$ cat src/rtl/tapid_ram.sv
// Generic single-write, single-read RAM with a registered read port.
`default_nettype none

module tapid_ram #(
    parameter int WIDTH = 8,
    parameter int DEPTH = 2,
    localparam int AW = (DEPTH > 1) ? $clog2(DEPTH) : 1
) (
    input  wire logic             aclk,
    input  wire logic             wr_en,
    input  wire logic [AW-1:0]    wr_addr,
    input  wire logic [WIDTH-1:0] wr_data,
    input  wire logic             rd_en,
    input  wire logic [AW-1:0]    rd_addr,
    output logic      [WIDTH-1:0] rd_data
);

    logic [WIDTH-1:0] mem [DEPTH];

    // Write port.
    always_ff @(posedge aclk) begin
        if (wr_en) begin
            mem[wr_addr] <= wr_data;
        end
    end

    // Read port; the data holds until the next read.
    always_ff @(posedge aclk) begin
        if (rd_en) begin
            rd_data <= mem[rd_addr];
        end
    end

endmodule

`default_nettype wire

$ cat config.mk
export PLATFORM = sky130hd
export DESIGN_NAME = tapid_ram
export DESIGN_NICKNAME = d
export VERILOG_FILES = /design/src/rtl/tapid_ram.sv
export SDC_FILE = /design/constraint.sdc
export NUM_CORES = 1
export LEC_CHECK = 0
export ABC_AREA = 1
export BUFFER_PORTS_ARGS = -buffer_cell sky130_fd_sc_hd__buf_2
export CORE_ASPECT_RATIO = 0.6
export CORE_MARGIN = 4
export CORE_UTILIZATION = 30
export CTS_BUF_LIST = sky130_fd_sc_hd__clkbuf_4
export CTS_CLUSTER_DIAMETER = 30
export DETAILED_ROUTE_END_ITERATION = 8
export HOLD_SLACK_MARGIN = 0.1
export PLACE_DENSITY = 0.62
export SETUP_SLACK_MARGIN = 0.02
export SLEW_MARGIN = 15
export SYNTH_ARGS = -nofsm -noshare
export SYNTH_HDL_FRONTEND = slang
export SYNTH_SLANG_ARGS = --single-unit
$ cat constraint.sdc
create_clock -name aclk -period 0.9 [get_ports aclk]
set_input_delay 0.18 -clock aclk [delete_from_list [all_inputs] [get_ports aclk]]
set_output_delay 0.18 -clock aclk [all_outputs]
set_load 0.02 [all_outputs]
# --- Yosys cells after proc, flatten, opt, wreduce, memory -nomap -nowiden ---
# Memories as Yosys holds them, arrays and structs flattened. A register that Yosys moved wholly into a read port is not among the register bits.
# Index checks and enable logic that the tools add are counted.
op_classes:
  n_mux: 2
op_table:
  columns: ["cell", "n"]
  rows:
  - ["two-way mux 1 bit", 2]
word_totals:
  reg_bits: 0
  ramBits: 16
  inputBits: 13
  output_inout_bits: 8
  elab_cells: 3
  n_memories: 1
mem_list:
  columns: ["name", "words", "word_bits", "read_ports", "rd_clocked_by_memory_dff", "write_ports", "line", "text"]
  rows:
  - ["mem", 2, 8, 1, 1, 1, "18", "logic [WIDTH-1:0] mem [DEPTH];"]

# --- Logic depth before layout (Yosys ltp) ---
# Gate-level depths: netlist of the first run.
logic_depth:
  word_depth: 2
  depth_mapped: 4
  depth_no_buf: 3

# --- Worst setup path before layout of the first run ---
# OpenSTA, ideal clock, no wires.
synth_path:
  path_kind: "input to register"
  from: "input wr_en"
  to: "memory mem[0][0], enable pin"
  setup_ps: 371
  arrival_ps: 569
  required_time_ps: 529
  path_slack_ps: -40
  cell_stages: 2
  n_path_buf: 0
  cell_sequence: "inv_1 nor2_1"
synth_via:
  elab_chain_cells: 2
synth_rtl:
  columns: ["item", "line", "text"]
  rows:
  - ["from (decl)", "10", "input wire logic wr_en,"]
  - ["two-way mux 1 bit", "22", "if (wr_en) begin"]
  - ["two-way mux 1 bit (not written as such)", "23", "mem[wr_addr] <= wr_data;"]
  - ["to (decl)", "18", null]
# No other way between the ends.

# --- Worst setup path in the final report of the first run ---
layout_path:
  from: "register rd_data[3], read port of mem"
  to: "output rd_data[3]"
layout_rtl:
  columns: ["item", "line", "text"]
  rows:
  - ["from (decl)", "15", "output logic [WIDTH-1:0] rd_data"]
# No word-level cell between the ends.

==> flow_metrics.tcl, run 1 <==
set metrics [dict create \
    status "finished with violations" \
    violations "negative setup slack" \
    gp_congestion 0.7417 \
    synth_xor_area_share_pct 0 \
    ant_nets 0 \
    vias 474 \
    first_iter_violations 21 \
    core_sq_mm 0.002592 \
    netlist_area_sq_um 840.8 \
    wl_per_cell_um 11.39 \
    cts.reportedPaths.clkPinSlew_ns 0.13 \
    period_needed_ns 1.053 \
    async_reset_ff_share_pct 0 \
    drive_gt1_share_pct 32.18 \
    cts_tree "yes" \
    worst-path-buf-inv 1 \
    power_w 0.002317 \
    synth_common_cells "25 x nand2_1, 24 x edfxtp_1, 2 x inv_1" \
    r2r_end "rd_data[0]" \
    max_freq_mhz 949.9 \
    startpoint "rd_data[3]" \
    overflow 0 \
    wirelength_mm 1.355 \
    critPathCapture "rd_data[3]" \
    grt_pass1_wl_mm 2.125 \
    hold_viol_final 0 \
    clock_latency_ns 0.32 \
    slew_violations 0 \
    clock_path_buffers 2 \
    required_ns 0.72 \
    first_pass_iters 3 \
    setup_viol 8 \
    worstSetupPathType "register to primary output" \
    hold_slack_ns 0.1985 \
    ys_types 6 \
    dpl.hpwl_mm 1.012 \
    critPathMaxFanout 1 \
    yosys.area.top_type_share_pct 85.71 \
    reg2regPathDepth 2 \
    portBuffers 20 \
    grt_antenna_before_repair 0 \
    clock-sinks 24 \
    timing.rr.start "mem[1][0]" \
    synthMuxAreaShare_pct 0 \
    synthCells 54 \
    ys_top_cells_by_area "edfxtp_1 86%, nand2_1 11%, buf_6 1.3%" \
    synth_ff_type "edfxtp_1" \
    yosysMostFrequentCell "nand2_1" \
    antennaDiodeCount 0 \
    grt_start_max_net_pins 15 \
    start_util_pct 32.43 \
    max_cap_violations 0 \
    synth_edf_count 24 \
    fp.dieH_um 49.01 \
    n_fill_cell 244 \
    slew_headroom_pct 80.14 \
    synth_top_family_by_area "simple AND/OR/NAND/NOR gates" \
    area_growth_pct 37.65 \
    htree_levels 1 \
    ys_ff_latch 24 \
    cts-buffers-inserted 3 \
    synthAdderAreaFrac_pct 0 \
    finalClockSkew_ns 0.01092 \
    grt_setup_unrepaired "true" \
    ys.warnings.count 0 \
    die_w_um 76.35 \
    critPathTopFamily "flip-flops" \
    start_kind "register" \
    synth_compound_area_share_pct 0 \
    grt_util_all_layers_pct 7.461 \
    setup_ws_ns -0.1527 \
    min_path_type "input port to register" \
    num_io_pins 21 \
    cp.depth 1 \
    grt_pass1_vias 455 \
    drc 0 \
    synthSimpleGateAreaFrac_pct 11.61 \
    tightest_slew_ns 0.2975 \
    nets 101 \
    powerDensity_mw_per_mm2 2002 \
    total_leakage_power_nw 0.4847 \
    synth_area_per_cell_sq_um 15.57 \
    syn-num-nets 67 \
    r2r_setup_slack_ns 0.15 \
    placementRows 14 \
    critPathArrivalTime_ns 0.87 \
    critPathCaptureType "primary output" \
    die_area_sq_mm 0.003741 \
    fin_crit_sh_pct 117.0 \
    cp_cell_sequence "buf_6" \
    yosysTopAreaCell "edfxtp_1" \
    root_buffer "clkbuf_4" \
    synth-seq-area-share_pct 85.71 \
    ir_drop_mv 0.9039 \
    critPathSlowestCell "edfxtp_1" \
    via_per_inst 3.983 \
    max_stage_delay_ns 0.41 \
]
## repair_timing
| item | 4_1_cts | 5_1_grt |
|---|---|---|
| hold endpoints to repair | 16 | 0 |
| pin swaps | 0 | 0 |
| setup buffers | 0 | 0 |
| resized for setup | 2 | 10 |
| hold buffers | 8 | 0 |
| endpoints found under the setup margin | 8 | 8 |
## layout make-up
class / count / area, sq um / share of cell area, %
Clock buffer: 3 / 22.52 / 1.946
Timing Repair Buffer: 30 / 232.7 / 20.11
Tap cell: 32 / 40.04 / 3.459
Sequential cell: 24 / 720.7 / 62.27
Multi-Input combinational cell: 26 / 100.1 / 8.649
Inverter: 3 / 11.26 / 0.9730
Clock inverter: 1 / 30.03 / 2.595
## placed cells by master (no fill, tap or decap)
master,instances
edfxtp_1,24
inv_1,2
inv_2,1
bufinv_16,1
clkbuf_4,3
buf_6,6
buf_4,2
buf_2,14
nor2_2,1
dlygate4sd3_1,8
nand2_1,25
## metrics by stage
| stage | util (%) | cell area (sq um) | worst slack [ns] | cells | TNS [ns] |
|---|---|---|---|---|---|
| floorplan | - | 843.3 | 0.1127 | 54 | 0 |
| global placement | 38.08 | 987.2 | 0.01058 | 107 | 0 |
| detailed placement | 38.08 | 987.2 | -0.003241 | 107 | -0.02419 |
| CTS | 43.44 | 1126 | -0.1709 | 119 | -1.244 |
| global route | 44.64 | 1157 | -0.1982 | 119 | -1.475 |
| finish | 44.64 | 1157 | -0.1527 | 119 | -1.139 |
## layer usage
layer  wire, um  track usage (%)  vias up  part of all wire, %
li1           -                -      247                    -
met1        680            10.08      205                   50
met2        539            10.20       20                   40
met3        110            3.690        2                  8.1
met4         25            2.711        0                  1.8
met5          0                0        -                    0
## logic make-up (layout without fill, tap and decap cells)
family | Yosys count | count (layout)
and+or+nand+nor | 26 | 26
DFF | 24 | 24
buffers and inverters | 4 | 37
## where the power goes
part	switching (W)	internal, W
registers	0.0000210	0.00132
clock network	0.000315	0.000450
logic	0.000111	0.000101
total	0.000447	0.00187
## flip-flops by register name, indices dropped and copies added, names as in the netlist
register and count:
mem 16, rd_data 8
## worst min-delay path by stage
stage | slack, ns | cells after the start | start | endpoint
2_1_floorplan | 0.28 | 0 | wr_data[0] | mem[0][0]
3_3_place_gp | 0.37 | 1 | wr_data[3] | mem[0][3]
3_5_place_dp | 0.37 | 1 | wr_data[0] | mem[1][0]
4_1_cts | 0.20 | 1 | rd_en | rd_data[4]
5_1_grt | 0.19 | 1 | rd_en | rd_data[4]
6_report | 0.20 | 1 | rd_en | rd_data[4]
Power figures use the tool's default switching activity.
==> inputs of run 2 (changes only) <==
--- a/config.mk
+++ b/config.mk
@@ -7,7 +7,7 @@
 export LEC_CHECK = 0
 export ABC_AREA = 1
 export BUFFER_PORTS_ARGS = -buffer_cell sky130_fd_sc_hd__buf_2
-export CORE_ASPECT_RATIO = 0.6
+export CORE_ASPECT_RATIO = 1.25
 export CORE_MARGIN = 4
 export CORE_UTILIZATION = 30
 export CTS_BUF_LIST = sky130_fd_sc_hd__clkbuf_4
==> run 2 against run 1 <==
- utilization decreased by 2.6 points
- cell area decreased by 2.7%
- register-to-register slack hardly changed
- global-route usage increased by 0.18 points
- cell count rose by 0.84%
- clock skew fell by 0.0094 ns
- the flow still finishes with violations (negative setup slack)
- combinational power shrank 3%
- via count up 1.7%
- die area is 0.60% lower
==> flow_metrics.tcl, run 2 (synthesis gave the netlist of run 1 again) <==
set metrics [dict create \
    grt_setup_unrepaired "true" \
    timing.rr.start "mem[0][5]" \
    grt_pass1_vias 517 \
    drive_gt1_share_pct 30.23 \
    htree_levels 1 \
    tns_ns -0.9843 \
    slew_headroom_pct 81.53 \
    power_w 0.001998 \
    status "finished with violations" \
    start_util_pct 31.37 \
    critPathCaptureType "primary output" \
    final_cells 120 \
    first_iter_violations 11 \
    max_stage_delay_ns 0.41 \
    first_pass_iters 2 \
    hold_viol_final 0 \
    dp_slack_ns 0.02315 \
    max_freq_mhz 961.1 \
    die_w_um 55.35 \
    portBuffers 20 \
    nets 100 \
    drc 0 \
    root_buffer "clkbuf_4" \
    core_sq_mm 0.002680 \
    critPathCapture "rd_data[7]" \
    r2r_end "rd_data[5]" \
    finalClockSkew_ns 0.001564 \
    max_cap_violations 0 \
    total_leakage_power_nw 0.4670 \
    setup_viol 8 \
    clock-sinks 24 \
    fin_crit_sh_pct 115.6 \
    vias 482 \
    ant_nets 0 \
    critPathSlowestCell "edfxtp_1" \
    cts-buffers-inserted 3 \
    setup_ws_ns -0.1404 \
    placementRows 21 \
    clock_path_buffers 2 \
    wl_per_cell_um 10.33 \
    critPathTopFamily "flip-flops" \
    clock_latency_ns 0.30 \
    powerDensity_mw_per_mm2 1774 \
    grt_antenna_before_repair 0 \
    start_kind "register" \
    violations "negative setup slack" \
    critPathMaxFanout 1 \
    reg2regPathDepth 2 \
    grt_start_max_net_pins 14 \
    overflow 0 \
    mostFrequentLayoutCells "25 x nand2_1, 24 x edfxtp_1, 14 x buf_2" \
    largest_register_ff_count 16 \
    slew_violations 0 \
    cts.reportedPaths.clkPinSlew_ns 0.12 \
    die_area_sq_mm 0.003719 \
    dp.cells 108 \
    utilization_pct 42.02 \
    num_io_pins 21 \
    top_register "mem" \
    wirelength_mm 1.240 \
    ir_drop_mv 1.133 \
    gp_congestion 0.6573 \
    worst-path-buf-inv 1 \
    critPathArrivalTime_ns 0.86 \
    cts_tree "yes" \
    r2r_setup_slack_ns 0.16 \
    antennaDiodeCount 0 \
    fp.dieH_um 67.19 \
    cp_cell_sequence "buf_6" \
    grt_pass1_wl_mm 2.221 \
    post-cts-setup-buffers 0 \
    required_ns 0.72 \
    tightest_slew_ns 0.2768 \
    area_growth_pct 33.93 \
    min_path_type "input port to register" \
    worstSetupPathType "register to primary output" \
    via_per_inst 4.017 \
    final_common_cell "nand2_1" \
    startpoint "rd_data[7]" \
    grt_util_all_layers_pct 7.645 \
    period_needed_ns 1.040 \
    largest_registers "mem (16), rd_data (8)" \
    cp.depth 1 \
]
run 2: cell count changes in the layout (fill, tap and decap cells not counted), sizes merged:
cell    previous run  this run
buf               22        21
clkinv             0         1
bufinv             1         0
run 2: layout make-up:
cell class / count / area, sq um
Fill cell: 246 / 1554
Sequential cell: 24 / 720.7
Timing Repair Buffer: 29 / 225.2
Multi-Input combinational cell: 26 / 100.1
Tap cell: 34 / 42.54
Clock buffer: 3 / 22.52
Inverter: 3 / 11.26
Clock inverter: 1 / 3.754
run 2: how the worst min path moves through the flow:
stage	end	cells after the start	start
2_1_floorplan	mem[0][0]	0	wr_data[0]
4_1_cts	rd_data[4]	1	rd_en
3_3_place_gp	mem[1][2]	1	wr_data[2]
3_5_place_dp	mem[1][7]	1	wr_data[7]
6_report	rd_data[4]	1	rd_en
5_1_grt	rd_data[6]	1	rd_en
run 2: routing by layer:
layer / wire length (um) / vias up / global-route usage [%]
met5: 0 / - / 0
met1: 507 / 213 / 7.908
met2: 655 / 19 / 14.05
met3: 70 / 2 / 2.486
met4: 6 / 0 / 3.647
li1: - / 248 / -
run 2: repair_timing:
| item | in CTS | in global routing |
|---|---|---|
| endpoints found under the setup margin | 8 | 8 |
| resized for setup | 0 | 12 |
| hold endpoints to repair | 16 | 0 |
| hold buffers | 8 | 0 |
run 2: where the power goes:
group	leakage [nW]	switching, W	internal [W]
sequential	0.230	0.0000217	0.00132
combinational	0.222	0.000106	0.0000987
clock	0.0154	0.000291	0.000162
run 2: metrics by stage:
stage                     cell area (sq um)  hold slack, ns
after detailed placement              982.2          0.3778
final                                  1126          0.2066
after global routing                   1126          0.2043
after floorplan                       843.3          0.2789
after CTS                              1089          0.2105
after global placement                982.2          0.3728
==> inputs of run 3 (changes only) <==
--- a/config.mk
+++ b/config.mk
@@ -7,15 +7,13 @@
 export LEC_CHECK = 0
 export ABC_AREA = 1
 export BUFFER_PORTS_ARGS = -buffer_cell sky130_fd_sc_hd__buf_2
-export CORE_ASPECT_RATIO = 1.25
-export CORE_MARGIN = 4
 export CORE_UTILIZATION = 30
 export CTS_BUF_LIST = sky130_fd_sc_hd__clkbuf_4
 export CTS_CLUSTER_DIAMETER = 30
 export DETAILED_ROUTE_END_ITERATION = 8
 export HOLD_SLACK_MARGIN = 0.1
 export PLACE_DENSITY = 0.62
-export SETUP_SLACK_MARGIN = 0.02
+export SETUP_SLACK_MARGIN = 0.4
 export SLEW_MARGIN = 15
 export SYNTH_ARGS = -nofsm -noshare
 export SYNTH_HDL_FRONTEND = slang
==> run 3 against run 2 <==
- combinational power increased by 6%
- non-clock buffer count decreased by 7
- fmax decreased by 1.1%
- via count decreased by 3.3%
- global-route usage increased by 2.0 points
- critical path depth unchanged
- utilization increased by 1.6 points
- the flow still finishes with violations (negative setup slack)
- highest routed layer unchanged
- clock power increased by 0.9%
- sequential share of layout area increased by 0.36 points
==> flow_metrics.tcl, run 3 (synthesis gave the netlist of run 1 again) <==
set metrics [dict create \
    max_stage_delay_ns 0.42 \
    root_buffer "clkbuf_4" \
    n_fill_cell 236 \
    clock_latency_ns 0.31 \
    overflow 0 \
    required_ns 0.72 \
    grt_pass1_wl_mm 1.911 \
    top_register "mem" \
    cts.reportedPaths.clkPinSlew_ns 0.12 \
    nets 93 \
    worstSetupPathType "register to primary output" \
    hold_viol_final 0 \
    slew_headroom_pct 83.53 \
    utilization_pct 43.62 \
    critPathArrivalTime_ns 0.87 \
    hold_slack_ns 0.04973 \
    sw_frac_of_total_pct 21.46 \
    max_cap_violations 0 \
    grt_setup_unrepaired "true" \
    worst-path-buf-inv 1 \
    seq_area_sq_um 720.7 \
    mostFrequentLayoutCells "24 x nand2_1, 24 x edfxtp_1, 10 x buf_2" \
    grt_pass1_vias 433 \
    timing.rr.start "mem[1][6]" \
    largest_register_ff_count 16 \
    startpoint "rd_data[4]" \
    ir_drop_mv 0.6893 \
    via_per_inst 4.275 \
    critPathMaxFanout 1 \
    critPathCaptureType "primary output" \
    multiInputGateArea_sq_um 121.4 \
    start_kind "register" \
    grt_util_all_layers_pct 9.646 \
    num_io_pins 21 \
    portBuffers 20 \
    design_area_sq_mm 0.001120 \
    cp_cell_sequence "buf_6" \
    critPathTopFamily "flip-flops" \
    period_needed_ns 1.053 \
    finalClockSkew_ns 0.006451 \
    first_iter_violations 4 \
    grt_antenna_before_repair 0 \
    clock_path_buffers 2 \
    wirelength_mm 1.152 \
    fin_crit_sh_pct 116.9 \
    largest_registers "mem (16), rd_data (8)" \
    area_growth_pct 33.18 \
    violations "negative setup slack" \
    p_clk_share_pct 22.7 \
    p_int_w 0.001584 \
    p_seq_share_pct 66.6 \
    dpl.hpwl_um 911.8 \
    critPathSlowestCell "edfxtp_1" \
    die_area_sq_mm 0.003018 \
    total_leakage_power_nw 0.4525 \
    power_w 0.002016 \
    p_switching_w 0.0004328 \
    start_util_pct 32.75 \
    ant_nets 0 \
    fp.dieH_um 54.94 \
    core_sq_mm 0.002567 \
    htree_levels 1 \
    drive_gt1_share_pct 37.97 \
    cts-buffers-inserted 3 \
    min_path_type "input port to register" \
    antennaDiodeCount 0 \
    setup_ws_ns -0.1525 \
    clock-sinks 24 \
    die_w_um 54.94 \
    min_from "wr_data[7]" \
    first_pass_iters 2 \
    powerDensity_mw_per_mm2 1801 \
    tightest_slew_ns 0.2464 \
    vias 466 \
    combPwrFrac_pct 10.8 \
    gp_congestion 0.6723 \
    grt_start_max_net_pins 14 \
    placementRows 18 \
    cts_tree "yes" \
    max_freq_mhz 950.1 \
    drc 0 \
    setup_viol 8 \
    place_area_sq_mm 0.001016 \
    status "finished with violations" \
    slew_violations 0 \
    wl_per_cell_um 10.57 \
]
run 3: metal layers:
layer	global-route usage [%]	wire, um	vias up
met3	2.459	72	4
met5	0	0	-
met2	15.46	593	17
met1	10.90	456	210
li1	-	-	235
met4	7.500	29	0
run 3: power groups by stage:
stage | clock (W) | combinational (W) | sequential [W]
finish | 0.000457 | 0.000217 | 0.00134
global route | 0.000523 | 0.000244 | 0.00135
detailed placement | 0 | 0.000181 | 0.00136
CTS | 0.000491 | 0.000191 | 0.00134
global placement | 0 | 0.000176 | 0.00136
floorplan | 0 | 0.0000657 | 0.00139
run 3: worst paths after layout:
check	slack, ns	cells after the start	end
worst max-delay path	-0.15	1	rd_data[4]
worst min-delay path	0.05	1	mem[1][7]
worst max register to register	0.16	2	rd_data[6]
worst min register to register	0.52	2	rd_data[3]
run 3: repair_timing:
action	4_1_cts	5_1_grt
buffers inserted	1	0
pin swaps	1	3
gates resized for setup	5	17
hold endpoints to repair	16	16
endpoints found under the setup margin	32	20
run 3: layout make-up:
class	count	area share, %
flip-flops and latches	24	64.36
repair buffers	22	16.54
multi-input cells	26	10.84
well taps	30	3.352
inverters	3	2.570
clock buffers	3	2.011
clock inverters	1	0.3352
run 3: metrics by stage:
| stage | TNS, ns | instances | setup slack (ns) |
|---|---|---|---|
| after floorplan | 0 | 54 | 0.2131 |
| after global placement | -0.08792 | 104 | -0.01109 |
| final | -1.058 | 109 | -0.1525 |
| after detailed placement | -0.1914 | 104 | -0.02368 |
| after global routing | -1.520 | 109 | -0.2101 |
| after CTS | -1.243 | 109 | -0.1813 |
